`src/design/fcr_pkg.sv`:
```
`timescale 1ns / 1ps
`default_nettype none

package fcr_pkg;

    // Field and register widths.
    localparam int SAMPLE_W   = 16;
    localparam int GAIN_W     = 16;
    localparam int LEN_REG_W  = 15;
    localparam int STORE_W    = 20;
    localparam int CFG_DATA_W = 16;
    localparam int CFG_IDX_W  = 1;

    // Register indexes on the configuration port.
    localparam logic [CFG_IDX_W-1:0] REG_DELAY_LENGTH  = 1'd0;
    localparam logic [CFG_IDX_W-1:0] REG_FEEDBACK_GAIN = 1'd1;

    // Register reset values.
    localparam logic [LEN_REG_W-1:0] DELAY_LENGTH_RESET  = 15'd14400;
    localparam logic [GAIN_W-1:0]    FEEDBACK_GAIN_RESET = 16'd32768;

    localparam int MAX_DELAY_DEFAULT = 16384;

    // Access strobes from the pipeline control to the delay memory.
    typedef struct packed {
        logic rd_en;
        logic wr_en;
    } mem_ctl_t;

endpackage

`default_nettype wire

```
`src/design/fcr_mac.sv`:
```
`timescale 1ns / 1ps
`default_nettype none

module fcr_mac (
    input  wire                                  clk,
    input  wire                                  load,
    input  wire  signed [fcr_pkg::STORE_W-1:0]   entry,
    input  wire  [fcr_pkg::GAIN_W-1:0]           gain,
    input  wire  signed [fcr_pkg::SAMPLE_W-1:0]  dry,
    output logic signed [fcr_pkg::STORE_W-1:0]   store_val,
    output logic signed [fcr_pkg::SAMPLE_W-1:0]  pcm_val
);

    localparam int PROD_W = fcr_pkg::STORE_W + fcr_pkg::GAIN_W + 1;
    localparam int BIAS_W = PROD_W + 1;
    localparam int RND_W  = BIAS_W - 16;
    localparam int SUM_W  = RND_W + 1;

    localparam logic signed [SUM_W-1:0] STORE_HI = SUM_W'((1 << (fcr_pkg::STORE_W - 1)) - 1);
    localparam logic signed [SUM_W-1:0] STORE_LO = -SUM_W'(1 << (fcr_pkg::STORE_W - 1));
    localparam logic signed [SUM_W-1:0] PCM_HI   = SUM_W'(32767);
    localparam logic signed [SUM_W-1:0] PCM_LO   = -SUM_W'(32767);

    logic signed [PROD_W-1:0] prod_next;
    logic signed [PROD_W-1:0] prod_reg;
    logic signed [BIAS_W-1:0] biased;
    logic signed [RND_W-1:0]  rnd;
    logic signed [SUM_W-1:0]  sum;

    assign prod_next = PROD_W'(entry) * PROD_W'($signed({1'b0, gain}));

    always_ff @(posedge clk)
    begin
        if (load)
        begin
            prod_reg <= prod_next;
        end
    end

    // Q4.31 to Q4.15: add half an LSB, then floor by dropping 16 bits.
    assign biased = BIAS_W'(prod_reg) + BIAS_W'(32768);
    assign rnd    = biased[BIAS_W-1:16];
    assign sum    = SUM_W'(rnd) + SUM_W'(dry);

    always_comb
    begin
        if (sum > STORE_HI)
        begin
            store_val = STORE_HI[fcr_pkg::STORE_W-1:0];
        end
        else if (sum < STORE_LO)
        begin
            store_val = STORE_LO[fcr_pkg::STORE_W-1:0];
        end
        else
        begin
            store_val = sum[fcr_pkg::STORE_W-1:0];
        end

        if (sum > PCM_HI)
        begin
            pcm_val = PCM_HI[fcr_pkg::SAMPLE_W-1:0];
        end
        else if (sum < PCM_LO)
        begin
            pcm_val = PCM_LO[fcr_pkg::SAMPLE_W-1:0];
        end
        else
        begin
            pcm_val = sum[fcr_pkg::SAMPLE_W-1:0];
        end
    end

endmodule

`default_nettype wire

```
`config.mk`:
```
export PLATFORM = sky130hd
export DESIGN_NAME = fcr_mac
export DESIGN_NICKNAME = d
export VERILOG_FILES = /design/src/design/fcr_pkg.sv /design/src/design/fcr_mac.sv
export SDC_FILE = /design/constraint.sdc
export NUM_CORES = 1
export LEC_CHECK = 0
export BUFFER_PORTS_ARGS = -buffer_cell sky130_fd_sc_hd__buf_4
export CORE_MARGIN = 2
export CORE_UTILIZATION = 65
export CTS_BUF_LIST = sky130_fd_sc_hd__clkbuf_8
export CTS_CLUSTER_DIAMETER = 100
export CTS_CLUSTER_SIZE = 28
export DETAILED_ROUTE_END_ITERATION = 8
export PLACE_DENSITY_LB_ADDON = 0.12
export SLEW_MARGIN = 20
export SYNTH_ARGS = -nofsm -noshare
export SYNTH_HDL_FRONTEND = slang
export SYNTH_SLANG_ARGS = --single-unit
export TNS_END_PERCENT = 20
```
`constraint.sdc`:
```
create_clock -name clk -period 9.28 [get_ports clk]
set_input_delay 2.784 -clock clk [delete_from_list [all_inputs] [get_ports clk]]
set_output_delay 2.784 -clock clk [all_outputs]
set_load 0.005 [all_outputs]
```
**Word-level counts from Yosys, hierarchy flattened**

Index checks and enable logic that the tools add are counted.

- Bits of input ports: 54
- Bits in registers: 37
- Bits in latches: 0
- ROM bits: 0
- RAM bits: 0
- Memories kept: 0

- $add $sub $neg: 2
- Equal/unequal tests: 0
- Mux-type cells: 4
- Bitwise logic cells: 0
- Divide/modulo/power cells: 0
- Shift operators: 0
- $lt $le $gt $ge: 4
- Multiply operators: 1
- Reduce and logical (&&, ||, !) cells: 0

Operator list:

| operator | count |
|---|---|
| $mux 20 | 2 |
| $add 37x17->38 const B | 1 |
| $mul 20x17->37 | 1 |
| $mux 16 | 2 |
| $add 22x16->23 | 1 |
| $gt 23x16->1 const B | 1 |
| $gt 23x20->1 const B | 1 |
| $lt 23x16->1 const B | 1 |
| $lt 23x20->1 const B | 1 |

**Longest topological paths before layout**

Gate-level depths: netlist of the first run.

- Word-level depth: 5
- Gate-level depth with buffers: 24
- Depth with buffers taken out: 23

**Worst setup path after synthesis of the first run**

OpenSTA, ideal clock, no wires.

- Kind: input to register
- Start: input port entry[7] in the netlist's numbering
- End: register prod_reg[28] (data pin)
- Required time: 9.145 ns
- Stages: 22
- Setup time: 0.135 ns
- Path slack: 0.598 ns
- Arrival time: 8.547 ns
- Path through: clkbuf_1 nand2_1 fa_1 inv_1 fa_1 inv_1 fa_1 inv_1 fa_1 fa_1 inv_1 fa_1 inv_1 ha_1 nand4_1 o21bai_1 nor4_1 a21oi_1 a211oi_1 o21bai_1 a2111o_1 nand3_1

- Longest elaborated chain between the ends: 1

RTL lines:

| what | line | RTL |
|---|---|---|
| start, declared | fcr_mac.sv:7 | `input wire signed [fcr_pkg::STORE_W-1:0] entry,` |
| $mul 20x17->37 | fcr_mac.sv:30 | `assign prod_next = PROD_W'(entry) * PROD_W'($signed({1'b0, gain}));` |
| named net prod_next[28] | fcr_mac.sv:24 | `logic signed [PROD_W-1:0] prod_next;` |
| end signal, assigned | fcr_mac.sv:36 | `prod_reg <= prod_next;` |
| end, declared | fcr_mac.sv:25 | `logic signed [PROD_W-1:0] prod_reg;` |

The timed path passes the listed nets, and every way through them passes these cells.
A chain may end at the register's enable or synchronous reset.

**Final worst setup path of the first run**

- Start: input port gain[2] in the netlist's numbering
- End: register prod_reg[36] (data pin)

- Longest elaborated chain between the ends: 1

RTL lines:

| what | line | RTL |
|---|---|---|
| start, declared | fcr_mac.sv:8 | `input wire [fcr_pkg::GAIN_W-1:0] gain,` |
| $mul 20x17->37 | fcr_mac.sv:30 |  |
| named net prod_next[36] | fcr_mac.sv:24 |  |

The timed path passes the listed nets, and every way through them passes these cells.

==> results.tsv, run 1 <==
metric	value	unit
status	complete, no violations	
max reg flops	22	
Mean Syn Cell Area	8.82	um2
commonest non-fill, non-tap cell in the layout	inv_1	
layout cells sized above 1	0.0788	
Worst Setup Path Type	in -> reg	
Critical Path End Type	flip-flop	
final worst path period share	0.954	
# port buffers	89	
synth-to-layout area growth	6.34	%
die area	0.0232	mm2
Final setup viols	0	
CP arrival	8860	ps
root buf cell	clkbuf_8	
slowest stage delay, CP	770	ps
Post-Place Cells	1938	
Critical Path Fanout Max	20	
Yosys reg bits	22	
post-route ant nets	0	
unrepaired setup endpoints after global routing	no	
highest-count cells in the layout ignoring fill and taps	inv_1 (396), fa_1 (320), nand2_1 (229)	
Placed Instance Area	0.0151	mm2
Max-Cap Viols	0	
Most common cell on crit path	fa_1	
post-layout min period	8850	ps
Crit-path slowest cell	fa_1	
# IOs	90	
CP Launch Type	input pin	
Fillers	1755	
worst slew pin tran	971	ps
kind of cell adding the most delay to the critical path	adder cells	
buffers and inverters on the worst path	4	
first drt pass iteration count	5	
Cells after Synth	1620	
type of the tightest min-delay check	in -> reg	
Critical Path RT	9290	ps
predominant post-synthesis flop cell	edfxtp_1	
Placer Congestion	0.931	
NumNets Final	2151	
H-tree levels	1	
initial DRC count	623	
met2 Usage GRT	0.486	
post-CTS setup buffer count	0	
# diodes	0	
WHS	2940	ps
total number of vias	10800	
fin. max-slew vios	0	
starting density of the core	0.659	
Mapped Nets	2108	
drc violations	0	
die width	152	um
GRT Total Usage	0.305	
post-synthesis cell type count	64	
grt ovf	0	
setup TNS	0	ps
final cell count without fillers	1942	
clock-pin slew on the worst setup and hold paths	70	ps
CTS tree	yes	
Die Y	152	um
final WL	33400	um
initial antenna violation count	0	
WL/cell	17.2	um
Ys Warns	0	
Vias/cell	5.58	
Final Hold Fails	0	
met3 Use GR	0.0660	
number of global-route vias before repair	11500	
slew margin rel.	0.350	
Seq/Total Area, Yosys	0.0462	
# hold bufs at CTS	0	
CTS resizes	0	
met1 GRT Util	0.441	
DPL Wire Length	28200	um
fmax	0.113	GHz
CP Cell Sequence	buf_4, nand2_1, fa_1, fa_1, inv_1, fa_1, fa_1, fa_1, inv_1, fa_1, inv_1, ha_1, nand2_1, nor2_1, nand4_1, a21oi_1, o221ai_1, a31oi_1, a21oi_1, xnor2_1	
Synth Cell Area	0.0143	mm2
CTS sink cnt	22	
Core Region	0.0217	mm2
gr busiest metal	met2	
CTS Buffer Depth	2	
largest net degree at the start of global routing	23	
asr flop ratio synth	0	
first-pass GRT wire length	57400	um
TritonCTS buffer count	3	
post-route cell area	0.0152	mm2
row cnt	54	
number of flops mapped to enable cells by yosys	22	
==> cell usage after synthesis, types with 6 or more instances <==
cell type	n	share of area
a211oi_1	8	0.0042
a21o_1	7	0.0037
a21oi_1	37	0.013
and2_1	127	0.056
and3_1	8	0.0035
clkbuf_1	55	0.014
edfxtp_1	22	0.046
fa_1	320	0.45
ha_1	114	0.10
inv_1	396	0.10
nand2_1	229	0.060
nand2b_1	9	0.0039
nand3_1	24	0.0084
nand4_1	11	0.0048
nor2_1	30	0.0079
nor3_1	10	0.0035
o211ai_1	14	0.0074
o211ai_2	6	0.0053
o21a_1	6	0.0032
o21ai_0	30	0.011
o21ai_1	10	0.0035
or2_2	6	0.0026
xnor2_1	42	0.026
xor2_1	20	0.012
==> per-layer routing <==
layer | vias to the layer above | wire [um]
met4 | 0 | 466
met3 | 44 | 3150
met2 | 431 | 15200
li1 | 4984 | -
met1 | 5381 | 14600
met5 | - | 0
==> stage by stage <==
stage                     utilization  worst slack (ps)
final                           0.700               428
after global routing            0.700              16.3
after CTS                       0.700               263
after detailed placement        0.698             -16.8
after global placement          0.698              92.4
after floorplan                     -               598
==> layout make-up <==
type,instances,area [um2],share of cell area
Sequential cell,22,661,0.0435
Clock inverter,1,3.75,0.000247
Inverter,396,1490,0.0979
Timing Repair Buffer,100,751,0.0494
Clock buffer,3,41.3,0.00272
Tap cell,280,350,0.0231
Multi-Input combinational cell,1140,11900,0.783
==> cell families after synthesis <==
family	count (synthesis)	share of synthesized area
simple gates	479	0.164
buf+inv	458	0.121
fa+ha+maj	434	0.548
compound gates	163	0.0809
xor+xnor	62	0.0380
flops	22	0.0462
mux	2	0.00140
==> path summary, 6_finish.rpt <==
check    start           end  cells after the start
min       load  prod_reg[18]                      1
max    gain[2]  prod_reg[36]                     20
Power of run 1 is left out: the tool's default activity adds up to more than one toggle a clock period on the data nets, which glitch-free logic cannot reach.
==> run 2, diff against run 1 <==
Settings changed: CELL_PAD_IN_SITES_DETAIL_PLACEMENT set to 2, CELL_PAD_IN_SITES_GLOBAL_PLACEMENT set to 2, CORE_UTILIZATION 65 to 41.
==> results.tsv, run 2 (synthesis results as in run 1) <==
metric	value	unit	change
status	complete, no violations		unchanged
Max-Cap Viols	0		unchanged
max reg flops	22		unchanged
# diodes	0		unchanged
H-tree levels	1		unchanged
slowest stage delay, CP	550	ps	was 770 ps
setup TNS	0	ps	unchanged
Fillers	3824		was 1755
Core Region	0.0345	mm2	was 0.0217 mm2
final worst path period share	0.959		was 0.954
post-layout min period	8900	ps	was 8850 ps
Crit-path slowest cell	fa_1		unchanged
Critical Path Fanout Max	16		was 20
# hold bufs at CTS	0		unchanged
Final Hold Fails	0		unchanged
first-pass GRT wire length	72100	um	was 57400 um
Critical Path RT	9390	ps	was 9290 ps
PnR worst setup slack	381	ps	was 428 ps
grt ovf	0		unchanged
drc violations	0		unchanged
largest net degree at the start of global routing	23		unchanged
slew margin rel.	0.417		was 0.350
CTS sink cnt	22		unchanged
NumNets Final	2153		was 2151
post-route ant nets	0		unchanged
starting density of the core	0.415		was 0.659
CP arrival	9010	ps	was 8860 ps
post-CTS setup buffer count	0		unchanged
GRT Total Usage	0.258		was 0.305
unrepaired setup endpoints after global routing	no		unchanged
# port buffers	89		unchanged
TritonCTS buffer count	3		unchanged
CTS Buffer Depth	2		unchanged
# IOs	90		unchanged
final WL	44300	um	was 33400 um
worst slew pin tran	871	ps	was 971 ps
type of the tightest min-delay check	in -> reg		unchanged
layout cells sized above 1	0.0805		was 0.0788
Setup WS pre-CTS	52.3	ps	was -16.8 ps
Worst Setup Path Type	in -> reg		unchanged
CP Launch Type	input pin		unchanged
fin. max-slew vios	0		unchanged
Final setup viols	0		unchanged
WHS	2930	ps	was 2940 ps
fmax	0.112	GHz	was 0.113 GHz
synth-to-layout area growth	8.14	%	was 6.34%
Vias/cell	5.24		was 5.58
WL/cell	20.9	um	was 17.2 um
Critical Path End Type	flip-flop		unchanged
initial antenna violation count	0		unchanged
clock-pin slew on the worst setup and hold paths	90	ps	was 70 ps
die width	191	um	was 152 um
CTS resizes	0		unchanged
CTS tree	yes		unchanged
initial DRC count	334		was 623
DPL Wire Length	38100	um	was 28200 um
commonest non-fill, non-tap cell in the layout	inv_1		unchanged
CP Cell Sequence	buf_4, nand2_1, fa_1, fa_1, fa_1, inv_1, fa_1, fa_1, inv_1, fa_1, inv_1, ha_1, nand4_1, o21bai_1, nor4_1, buf_4, a21oi_1, buf_4, o211ai_1, a21boi_0, or4_1, o2111ai_1		was buf_4, nand2_1, fa_1, fa_1, inv_1, fa_1, fa_1, fa_1, inv_1, fa_1, inv_1, ha_1, nand2_1, nor2_1, nand4_1, a21oi_1, o221ai_1, a31oi_1, a21oi_1, xnor2_1
row cnt	68		was 54
number of global-route vias before repair	13500		was 11500
root buf cell	clkbuf_8		unchanged
highest-count cells in the layout ignoring fill and taps	inv_1 (396), fa_1 (320), nand2_1 (229)		unchanged
Placer Congestion	0.805		was 0.931
first drt pass iteration count	4		was 5
Final Core Density	0.448		was 0.700
die area	0.0364	mm2	was 0.0232 mm2
Most common cell on crit path	fa_1		unchanged
Die Y	191	um	was 152 um
total number of vias	11100		was 10800
==> run 2: cell count changes in the layout (fill, tap and decap cells not counted), sizes merged <==
| cell | delta |
|---|---|
| bufinv | +1 |
| clkinv | -1 |
| buf | +2 |
==> run 2: layout make-up <==
type	instances	area (um2)	area share
tap	455	569	0.0369
multi-input combinational	1140	11900	0.770
inverter	396	1490	0.0962
timing repair buffer	102	766	0.0496
clock buffer	3	41.3	0.00267
clock inverter	1	30.0	0.00194
sequential	22	661	0.0428
==> run 2: worst max-delay path: cells and delay by family <==
kind / cells / cell delay [ps]
buffers and inverters: 6 / 780
AND/OR/NAND/NOR: 4 / 1120
adder cells (fa/ha/maj): 7 / 3560
AO/OA/AOI/OAI: 5 / 710
==> run 2: worst paths after layout <==
path	depth (start not counted)	slack, ps	startpoint	end
setup / recovery	22	380	entry[13]	prod_reg[23]
hold / removal	1	2930	load	prod_reg[15]
==> run 2: per-layer routing <==
| layer | share of wire | wire length [um] | global-route usage |
|---|---|---|---|
| met1 | 0.39 | 17200 | 0.297 |
| met2 | 0.56 | 24600 | 0.515 |
| met3 | 0.027 | 1210 | 0.0132 |
| met4 | 0.028 | 1260 | 0.0671 |
| met5 | 0 | 0 | 0 |
==> run 2: metrics by stage <==
stage          cell area, um2  std cells
6_report                15400       2119
5_1_grt                 15400       2119
4_1_cts                 15400       2119
3_5_place_dp            15400       2115
3_3_place_gp            15400       2115
2_1_floorplan           14300       1620
Power of run 2 is left out for the same reason.
